[src/sfa_pkg.sv]
// Shared constants, types and size-class functions of the segregated-fit allocator.
// Depends on nothing; sfa_bins and the allocator import it.
package sfa_pkg;

  localparam int unsigned AddrW      = 16;
  localparam int unsigned LinkW      = 17;
  localparam int unsigned BinIdxW    = 5;
  localparam int unsigned HeapBytesDef = 65536;
  localparam int unsigned BinCountDef  = 17;
  localparam int unsigned SmallTop   = 6;
  localparam int unsigned MinBlock   = 16;
  localparam logic [16:0] LimitReset = 17'h10000;

  typedef struct packed {
    logic               en;
    logic [BinIdxW-1:0] idx;
    logic [LinkW-1:0]   data;
  } bin_wr_t;

  // Block size of a request: payload plus header, rounded up to 8, at least 16.
  function automatic logic [16:0] block_of(input logic [15:0] size);
    logic [16:0] b;
    b = (17'(size) + 17'd15) & ~17'd7;
    return (b < 17'(MinBlock)) ? 17'(MinBlock) : b;
  endfunction

  // Bin of a block size; sizes of 64 and above take the ceiling of the base-two logarithm.
  function automatic logic [BinIdxW-1:0] class_of(input logic [16:0] bsize);
    logic [16:0]        m;
    logic [BinIdxW-1:0] k;
    m = bsize - 17'd1;
    k = '0;
    for (int b = 0; b < 17; b++) begin
      if (m[b]) k = BinIdxW'(b + 1);
    end
    if (bsize < 17'd64) k = BinIdxW'(bsize[5:3]) - BinIdxW'(2);
    return k;
  endfunction

endpackage

[src/sfa_bins.sv]
// Bin head register file: one link word per bin, cleared to empty at reset.
// Depends on sfa_pkg for the link width and the write struct.
module sfa_bins #(
  parameter int unsigned BinCount = 17
) (
  input  logic                         clk_i,
  input  logic                         rst_ni,
  input  logic [sfa_pkg::BinIdxW-1:0]  rd_idx_i,
  output logic [sfa_pkg::LinkW-1:0]    rd_data_o,
  input  sfa_pkg::bin_wr_t             wr_i
);
  import sfa_pkg::*;

  localparam int unsigned BW = $clog2(BinCount);

  logic [LinkW-1:0] head_q [BinCount];

  always_ff @(posedge clk_i or negedge rst_ni) begin
    if (!rst_ni) begin
      for (int b = 0; b < BinCount; b++) head_q[b] <= '0;
    end else if (wr_i.en && (wr_i.idx < BinIdxW'(BinCount))) begin
      head_q[wr_i.idx[BW-1:0]] <= wr_i.data;
    end
  end

  assign rd_data_o = (rd_idx_i < BinIdxW'(BinCount)) ? head_q[rd_idx_i[BW-1:0]] : '0;
endmodule

[config.mk]
export PLATFORM = sky130hd
export DESIGN_NAME = sfa_bins
export DESIGN_NICKNAME = d
export VERILOG_FILES = /design/src/sfa_pkg.sv /design/src/sfa_bins.sv
export SDC_FILE = /design/constraint.sdc
export NUM_CORES = 1
export LEC_CHECK = 0
export BUFFER_PORTS_ARGS = -buffer_cell sky130_fd_sc_hd__buf_2
export CAP_MARGIN = 20
export CELL_PAD_IN_SITES_DETAIL_PLACEMENT = 0
export CELL_PAD_IN_SITES_GLOBAL_PLACEMENT = 1
export CORE_MARGIN = 2
export CORE_UTILIZATION = 30
export DETAILED_ROUTE_END_ITERATION = 7
export PLACE_DENSITY = 0.53
export SLEW_MARGIN = 30
export SYNTH_ARGS = -nofsm -noshare
export SYNTH_HDL_FRONTEND = slang
export SYNTH_SLANG_ARGS = --single-unit
[constraint.sdc]
create_clock -name clk_i -period 2.95 [get_ports clk_i]
set_clock_uncertainty 0.15 [all_clocks]
set_input_delay 0.59 -clock clk_i [delete_from_list [all_inputs] [get_ports clk_i]]
set_output_delay 0.59 -clock clk_i [all_outputs]
set_load 0.1 [all_outputs]
==> run metrics, run 1 <==
final setup violation count=0; met3 routed WL=1032 um; routed vias/inst=4.885; FFs w/ async S/R, synth=1.000; first-pass GRT wire length=55030 um; combinational family with the most area after synthesis=multiplexers; initial DRC count=350; Synth area leader=dfrtp_1; biggest regs=head_q: 289 flops; Syn-to-layout area delta=22.88%; highest routed layer=met4; H-Tree Depth=2; I/O pin count=47; register area share after synthesis=0.5405; Slew Limit Fails=0; Synth Area in Compound Gates=0.03498; layout cells sized above 1=0.5358; hold depth=1; Post-synth EDFFs=0; Worst Hold Path EP=head_q[43]$_DFFE_PN0P_; CTS buffer count=36; Mean Syn Cell Area=15.38 um^2; XOR/XNOR share of the synthesized area=0; Synth top area share=0.5405; Synth Warn #=0; worst-path maximum fanout=2; IR drop worst, VDD=0.3565 mV; GRT Total Usage=0.1583; core area=44120 um^2; Final Hold Viols=0; PD cells=696.0 nW/um^2; routed length per instance=22.61 um; largest net degree at the start of global routing=75; pre-CTS setup slack=-0.1787 ns; Chip Width=215.2 um; setup TNS=0 ns; Total Wirelength=35810 um; Met1 Wirelength=16230 um; die height=215.2 um; CP Buf/Inv Count=1; synth unique cells=33; Final Cycle Share=0.9917; metal2 WL=17720 um; fillcell total=4317; Slew @ Worst Pin=0.6876 ns; CP Class=flip-flop to primary output; simple-gate portion of the synthesized area=0.02665; status=finished clean; min Tclk post-route=2.926 ns; fmax=341.8 MHz; reg2reg start=head_q[97]$_DFFE_PN0P_; Worst Hold Class=flip-flop to flip-flop; Clock Latency Late Sink=0.52 ns; Max Root-Sink Buffers=3; gpl congestion=0.7001; Max Cap Viol=0; CP top delay family=multiplexers; cell count after synthesis=870; die area=46300 um^2; fraction of synthesized area in multiplexers=0.3697; most frequent cells in the layout=dfrtp_1 (289), mux2_2 (256), mux2i_1 (82); min-delay src=head_q[43]$_DFFE_PN0P_; NumNets Final=995; largest cells by area after synthesis=dfrtp_1 (54%), mux2_2 (22%), mux2i_1 (6.4%), mux4_2 (5.7%), mux2_4 (2.2%); drt first pass iters=4; Final Total Pwr=0.01144 W; Area after DPL=15100 um^2; dpl hpwl=22330 um; critical path capture point type=primary output; ys flop type=dfrtp_1; reg2reg setup slack=2.00 ns; DRC viols=0; Net Count, Synth=900; CP Data Required Time=2.21 ns; Mapped Area=13380 um^2; post-synthesis adder-cell area fraction=0; via count=7738; initial antenna violation count=1; Synth Register Bits=289; crit-path max cell delay=0.48 ns; CTS Sinks=289; row count=77; Biggest register=head_q; Reg clk slew, reported paths=0.06 ns; CP startpoint kind=flip-flop; reg2reg end=head_q[97]$_DFFE_PN0P_; IO buf count=46; Starting Density=0.3032; vias in the first global route=8459; most common cell after layout, fill and taps aside=dfrtp_1; Slew headroom=0.5395; Largest register FFs=289; Leak=7.490 nW; R2R cell count=1; crit path max-delay cell type=mux4_2; CTS tree=built; Clock Tree Root=clkbuf_16; global route total overflow=0; CP arrival=2.19 ns; critical path, cell by cell=mux4_2 > mux2i_2 > nor2_1 > a221o_2 > buf_12; RSZ-0062 raised after global routing=true; ANT nets after route=0; fin area=16440 um^2; final worst slack=0.02436 ns
[cell type report]
type,count,area (um^2),area share
Multi-Input combinational cell,513,5898,0.3588
Sequential cell,289,7232,0.4399
Clock inverter,8,86.33,0.005251
Timing Repair Buffer,125,1435,0.08729
Antenna cell,1,2.502,0.0001522
Clock buffer,56,1046,0.06362
Tap cell,592,740.7,0.04505
[layer usage]
layer,vias to the layer above,GRT usage
met1,4129,0.2103
met2,101,0.2696
li1,3459,-
met4,0,0.04713
met5,-,0
met3,49,0.02081
[cells in the mapped netlist, types with 2 or more instances]
library cell  count
and3_1            3
mux2_4           20
buf_4            13
nor2_2            2
clkbuf_1         27
nand2_2           4
nor3b_4           2
nor2_1           20
a221o_1          17
a22o_1           17
mux4_2           34
mux2i_1          85
dfrtp_1         289
buf_6             7
a221oi_1         17
buf_1             5
nor2b_1           6
buf_2            14
clkbuf_2          2
mux2_2          256
mux2_1           13
nand2_1           6
[metrics by stage]
| step | instances | hold WS, ns | utilization |
|---|---|---|---|
| 3_5_place_dp | 1511 | 0.3242 | 0.3423 |
| 3_3_place_gp | 1511 | 0.3172 | 0.3423 |
| 4_1_cts | 1578 | 0.3364 | 0.3701 |
| 6_report | 1584 | 0.3344 | 0.3726 |
| 2_1_floorplan | 870 | 0.1444 | - |
| 5_1_grt | 1584 | 0.3540 | 0.3726 |
[how the worst max path moves through the flow]
| stage | to | cells past startpoint | start |
|---|---|---|---|
| 6_report | rd_data_o[13] | 5 | head_q[234]$_DFFE_PN0P_ |
| 5_1_grt | rd_data_o[13] | 5 | head_q[234]$_DFFE_PN0P_ |
| 4_1_cts | rd_data_o[13] | 5 | head_q[234]$_DFFE_PN0P_ |
| 3_5_place_dp | rd_data_o[1] | 7 | rd_idx_i[2] |
| 3_3_place_gp | rd_data_o[1] | 7 | rd_idx_i[2] |
| 2_1_floorplan | rd_data_o[13] | 6 | rd_idx_i[0] |
[cell families (layout without fill, tap and decap cells)]
group           count (synthesis)  count (layout)
simple gates                   54              54
flops                         289             289
other cells                     0               1
compound gates                 51              51
buf+inv                        68             189
mux                           408             408
[power by group]
group / leakage (nW) / total (W) / internal [W] / switching, W
Sequential: 3.69 / 0.00512 / 0.00474 / 0.000379
Clock: 0.551 / 0.00422 / 0.00253 / 0.00169
Combinational: 3.24 / 0.00210 / 0.00119 / 0.000909
[repair_timing]
item                       4_1_cts  5_1_grt
hold buffers                     1        0
pin swaps                        2        2
hold endpoints to repair        67        0
setup endpoints to repair       17       16
cloned                           0        2
setup buffers                    2        3
resized for setup               14        6
No activity file was read; power rests on OpenSTA's default activity.
==> run 2, diff against run 1 <==
--- a/config.mk
+++ b/config.mk
@@ -12,7 +12,7 @@
 export CORE_MARGIN = 2
 export CORE_UTILIZATION = 30
 export DETAILED_ROUTE_END_ITERATION = 7
-export PLACE_DENSITY = 0.53
+export PLACE_DENSITY = 0.56
 export SLEW_MARGIN = 30
 export SYNTH_ARGS = -nofsm -noshare
 export SYNTH_HDL_FRONTEND = slang
==> run metrics, run 2 (same netlist as run 1, synthesis figures left out) <==
status=finished clean (unchanged); GRT Total Usage=0.1602 (was 0.1583); vias in the first global route=8405 (was 8459); Chip Width=215.2 um (unchanged); Final Total Pwr=0.01138 W (was 0.01144 W); core area=44120 um^2 (unchanged); CTS tree=built (unchanged); Final Hold Viols=0 (unchanged); gpl congestion=0.7171 (was 0.7001); worst-path maximum fanout=2 (unchanged); biggest regs=head_q: 289 flops (unchanged); initial DRC count=237 (was 350); initial antenna violation count=0 (was 1); Max Cap Viol=0 (unchanged); Slew Limit Fails=0 (unchanged); critical path, cell by cell=mux4_2 > mux2i_2 > nor2_1 > a221o_2 > buf_12 (unchanged); most common cell after layout, fill and taps aside=dfrtp_1 (unchanged); Inst Count DP=1512 (was 1511); PD cells=691.4 nW/um^2 (was 696.0 nW/um^2); die area=46300 um^2 (unchanged); most frequent cells in the layout=dfrtp_1 (289), mux2_2 (256), mux2i_1 (81) (was dfrtp_1 (289), mux2_2 (256), mux2i_1 (82)); Slew @ Worst Pin=0.6970 ns (was 0.6876 ns); via count=7724 (was 7738); Final Cycle Share=0.9970 (was 0.9917); ant diodes=0 (was 1); CP startpoint kind=flip-flop (unchanged); IO buf count=46 (unchanged); crit path max-delay cell type=mux4_2 (unchanged); Largest register FFs=289 (unchanged); routed length per instance=23.31 um (was 22.61 um); first-pass GRT wire length=55520 um (was 55030 um); Leak=7.503 nW (was 7.490 nW); final setup violation count=0 (unchanged); fin area=16460 um^2 (was 16440 um^2); critical path capture point type=primary output (unchanged); NumNets Final=997 (was 995); die height=215.2 um (unchanged); Clock Tree Root=clkbuf_16 (unchanged); min Tclk post-route=2.941 ns (was 2.926 ns); Clock Latency Late Sink=0.53 ns (was 0.52 ns); Syn-to-layout area delta=23.02% (was 22.88%); RSZ-0062 raised after global routing=true (unchanged); CTS Sinks=289 (unchanged); drt first pass iters=4 (unchanged); Area after DPL=15100 um^2 (about the same); crit-path max cell delay=0.49 ns (was 0.48 ns); row count=77 (unchanged); Reg clk slew, reported paths=0.05 ns (was 0.06 ns); CP Class=flip-flop to primary output (unchanged); dpl hpwl=22860 um (was 22330 um); Worst Hold Class=flip-flop to flip-flop (unchanged); H-Tree Depth=2 (unchanged); Slew headroom=0.5337 (was 0.5395); post-route insts no fill=1577 (was 1584); ANT nets after route=0 (unchanged); DRC viols=0 (unchanged); Starting Density=0.3032 (unchanged); Biggest register=head_q (unchanged); largest net degree at the start of global routing=71 (was 75); CTS buffer count=35 (was 36); Max Root-Sink Buffers=3 (unchanged); setup TNS=0 ns (unchanged); Total Wirelength=36750 um (was 35810 um); layout cells sized above 1=0.5421 (was 0.5358); routed vias/inst=4.898 (was 4.885); IR drop worst, VDD=0.3210 mV (was 0.3565 mV); I/O pin count=47 (unchanged); CP arrival=2.20 ns (was 2.19 ns); global route total overflow=0 (unchanged); CP Data Required Time=2.21 ns (about the same); fmax=340.0 MHz (was 341.8 MHz)
## run 2: changes by cell type in the layout (fill, tap and decap cells not counted), sizes merged
cell and delta:
diode -1, clkinv -1, clkinvlp -1, clkbuf -8, buf +4
## run 2: through the flow
stage / hold slack, ns / worst slack [ns] / util
6_report: 0.3317 / 0.008828 / 0.3730
4_1_cts: 0.3367 / -0.04120 / 0.3706
3_5_place_dp: 0.3248 / -0.1046 / 0.3421
3_3_place_gp: 0.3181 / -0.07712 / 0.3421
2_1_floorplan: 0.1444 / -0.01493 / -
5_1_grt: 0.3515 / -0.04484 / 0.3730
## run 2: layout make-up
cell class / instances / area [um^2]
clock inverters: 6 / 73.82
flip-flops and latches: 289 / 7232
fillers: 4271 / 27670
multi-input cells: 513 / 5891
clock buffers: 49 / 1020
well taps: 592 / 740.7
repair buffers: 128 / 1503
## run 2: path summary, 6_finish.rpt
kind | endpoint | slack [ns] | cells after the start | from
min in group asynchronous | head_q[256]$_DFFE_PN0P_ | 0.44 | 2 | rst_ni
hold / removal | head_q[99]$_DFFE_PN0P_ | 0.33 | 1 | head_q[99]$_DFFE_PN0P_
hold reg to reg | head_q[99]$_DFFE_PN0P_ | 0.33 | 1 | head_q[99]$_DFFE_PN0P_
setup / recovery | rd_data_o[1] | 0.009 | 5 | head_q[154]$_DFFE_PN0P_
max in group asynchronous | head_q[162]$_DFFE_PN0P_ | 1.35 | 3 | rst_ni
setup reg to reg | head_q[168]$_DFFE_PN0P_ | 1.92 | 2 | head_q[168]$_DFFE_PN0P_
## run 2: what timing repair did
item / CTS / global route
hold buffers: 1 / 0
resized for setup: 16 / 6
gates cloned: 3 / 2
pin swaps: 0 / 2
buffers inserted: 1 / 3
endpoints found under the setup margin: 16 / 14
endpoints found under the hold margin: 63 / 0
## run 2: metal layers
metal	part of all wire	vias to the layer above	wire, um	GRT usage
met5	0	-	0	0
met4	0.019	0	685	0.04161
met3	0.024	43	864	0.02265
met1	0.46	4159	17080	0.2153
met2	0.49	84	18120	0.2713
li1	-	3438	-	-
## run 2: worst max-delay path: cells and delay by family, from the launching register on
| kind | cells | cell delay (ns) |
|---|---|---|
| AOI/OAI and AO/OA | 1 | 0.33 |
| buffers and inverters | 1 | 0.17 |
| DFF | 1 | 0.38 |
| muxes | 2 | 0.72 |
| and+or+nand+nor | 1 | 0.07 |
## run 2: where the power goes
group	total, W	switching, W	internal, W
clock network	0.00414	0.00165	0.00248
registers	0.00511	0.000370	0.00474
logic	0.00213	0.000931	0.00120
total	0.0114	0.00295	0.00843
==> run 3, diff against run 2 <==
--- a/config.mk
+++ b/config.mk
@@ -13,7 +13,8 @@
 export CORE_UTILIZATION = 30
 export DETAILED_ROUTE_END_ITERATION = 7
 export PLACE_DENSITY = 0.56
-export SLEW_MARGIN = 30
+export SETUP_SLACK_MARGIN = 0.05
+export SLEW_MARGIN = 20
 export SYNTH_ARGS = -nofsm -noshare
 export SYNTH_HDL_FRONTEND = slang
 export SYNTH_SLANG_ARGS = --single-unit
==> run metrics, run 3 (same netlist as run 1, synthesis figures left out) <==
Worst Hold Path EP=head_q[98]$_DFFE_PN0P_ (was head_q[99]$_DFFE_PN0P_); power share of the clock group=0.349 (was 0.363); min Tclk post-route=2.958 ns (was 2.941 ns); row count=77 (unchanged); vias in the first global route=8573 (was 8405); post-route insts no fill=1590 (was 1577); Final Hold Viols=0 (unchanged); M1 GR Usage=0.2398 (was 0.2153); P_int=0.008324 W (was 0.008428 W); drt first pass iters=6 (was 4); PD cells=673.4 nW/um^2 (was 691.4 nW/um^2); reg2reg start=head_q[184]$_DFFE_PN0P_ (was head_q[168]$_DFFE_PN0P_); min-delay src=head_q[98]$_DFFE_PN0P_ (was head_q[99]$_DFFE_PN0P_); Largest register FFs=289 (unchanged); die height=215.2 um (unchanged); initial DRC count=439 (was 237); Chip Width=215.2 um (unchanged); sw power=0.002930 W (was 0.002952 W); core area=44120 um^2 (unchanged); reg2reg setup slack=1.91 ns (was 1.92 ns); GRT met3 Usage=0.02307 (was 0.02265); GR Util met2=0.2538 (was 0.2713); Max Cap Viol=0 (unchanged); critical path capture point type=primary output (unchanged); biggest regs=head_q: 289 flops (unchanged); initial antenna violation count=0 (unchanged); first-pass GRT wire length=56440 um (was 55520 um); final setup violation count=1 (was 0); final worst slack=-0.008473 ns (was 0.008828 ns); Starting Density=0.3032 (unchanged); CP Data Required Time=2.21 ns (about the same); most frequent cells in the layout=dfrtp_1 (289), mux2_2 (256), mux2i_1 (83) (was dfrtp_1 (289), mux2_2 (256), mux2i_1 (81)); combinational share of power=0.196 (was 0.188); reg2reg end=head_q[184]$_DFFE_PN0P_ (was head_q[168]$_DFFE_PN0P_); Reg clk slew, reported paths=0.07 ns (was 0.05 ns); NumNets Final=1012 (was 997); Slew Limit Fails=0 (unchanged); sequential share of power=0.455 (was 0.449); Inst Count DP=1526 (was 1512); Leak=7.668 nW (was 7.503 nW); die area=46300 um^2 (unchanged); Clock Tree Root=clkbuf_16 (unchanged); worst-path maximum fanout=2 (unchanged); hold depth=1 (unchanged); CTS tree=built (unchanged); failing checks=negative setup slack; GRT Total Usage=0.1613 (was 0.1602); layout cells sized above 1=0.5511 (was 0.5421); busiest layer in global routing=met2 (unchanged); Worst Hold Class=flip-flop to flip-flop (unchanged); Clock Latency Late Sink=0.56 ns (was 0.53 ns); CP arrival=2.22 ns (was 2.20 ns); Sw Share=0.2603 (was 0.2594); DRC viols=0 (unchanged); ANT nets after route=0 (unchanged); I/O pin count=47 (unchanged); Slew headroom=0.5557 (was 0.5337); ant diodes=0 (unchanged); Biggest register=head_q (unchanged); Final Total Pwr=0.01125 W (was 0.01138 W); status=finished, violations left (was finished clean); H-Tree Depth=1 (was 2); RSZ-0062 raised after global routing=true (unchanged); Total Wirelength=36400 um (was 36750 um); hold slack=0.3359 ns (was 0.3317 ns); largest net degree at the start of global routing=71 (unchanged); fmax=338.0 MHz (was 340.0 MHz); IR drop worst, VDD=0.3614 mV (was 0.3210 mV); dpl hpwl=22490 um (was 22860 um); Syn-to-layout area delta=24.90% (was 23.02%); CTS Sinks=289 (unchanged); Slew @ Worst Pin=0.6664 ns (was 0.6970 ns); global route total overflow=0 (unchanged); most common cell after layout, fill and taps aside=dfrtp_1 (unchanged); Final Cycle Share=1.003 (was 0.9970); gpl congestion=0.7135 (was 0.7171); via count=7844 (was 7724); IO buf count=46 (unchanged); routed length per instance=22.89 um (was 23.31 um); CP startpoint kind=flip-flop (unchanged); Max Root-Sink Buffers=3 (unchanged); CP Class=flip-flop to primary output (unchanged); routed vias/inst=4.933 (was 4.898); R2R cell count=2 (unchanged); CTS buffer count=31 (was 35)
==> run 3: changes by cell type in the layout (fill, tap and decap cells not counted), sizes merged <==
cell / change
bufinv: +3
clkinvlp: +1
clkbuf: -13
buf: +21
clkinv: +1
==> run 3: per-layer routing <==
layer,vias to the layer above,wire length [um]
met5,-,0
met4,0,542
met1,4203,18180
met2,111,16660
li1,3489,-
met3,41,1011
==> run 3: repair_timing <==
item,CTS,global route
buffers inserted,4,6
gates resized for setup,21,3
hold endpoints to repair,58,0
pin swaps,7,6
hold buffers,1,0
endpoints found under the setup margin,17,17
cloned,5,0
==> run 3: worst max-delay path by stage <==
stage                                       start            end
after floorplan                       rd_idx_i[1]  rd_data_o[10]
after global placement                rd_idx_i[0]   rd_data_o[1]
after detailed placement              rd_idx_i[0]   rd_data_o[5]
after CTS                 head_q[235]$_DFFE_PN0P_  rd_data_o[14]
after global routing      head_q[161]$_DFFE_PN0P_   rd_data_o[8]
final                     head_q[235]$_DFFE_PN0P_  rd_data_o[14]
==> run 3: final cells by class <==
type	instances	area, um^2
repair buffers	147	1705
multi-input cells	513	6036
well taps	592	740.7
clock inverters	11	165.2
clock buffers	38	832.0
fillers	4280	27410
flip-flops and latches	289	7232
==> run 3: critical path, cell delays in order, from the launching register on <==
cell     delay [ns]
dfrtp_1        0.38
mux4_2         0.49
mux2i_1        0.15
nor2_1         0.08
a221o_4        0.36
buf_12         0.18
==> run 3: per-stage QoR <==
stage,cell area (um^2),util,worst slack [ns],TNS (ns)
after floorplan,13580,-,0.08543,0
after global routing,16710,0.3787,-0.1082,-0.8910
final,16710,0.3787,-0.008473,-0.008473
after CTS,16680,0.3780,-0.05706,-0.2786
after global placement,15390,0.3488,-0.08728,-0.6919
after detailed placement,15390,0.3488,-0.08936,-0.6407
==> run 3: power by group through the flow <==
stage / logic (W) / registers, W / clock network [W]
after floorplan: 0.00157 / 0.00506 / 0
after global placement: 0.00212 / 0.00517 / 0
after detailed placement: 0.00215 / 0.00519 / 0
after CTS: 0.00222 / 0.00512 / 0.00403
after global routing: 0.00239 / 0.00522 / 0.00420
final: 0.00221 / 0.00512 / 0.00392
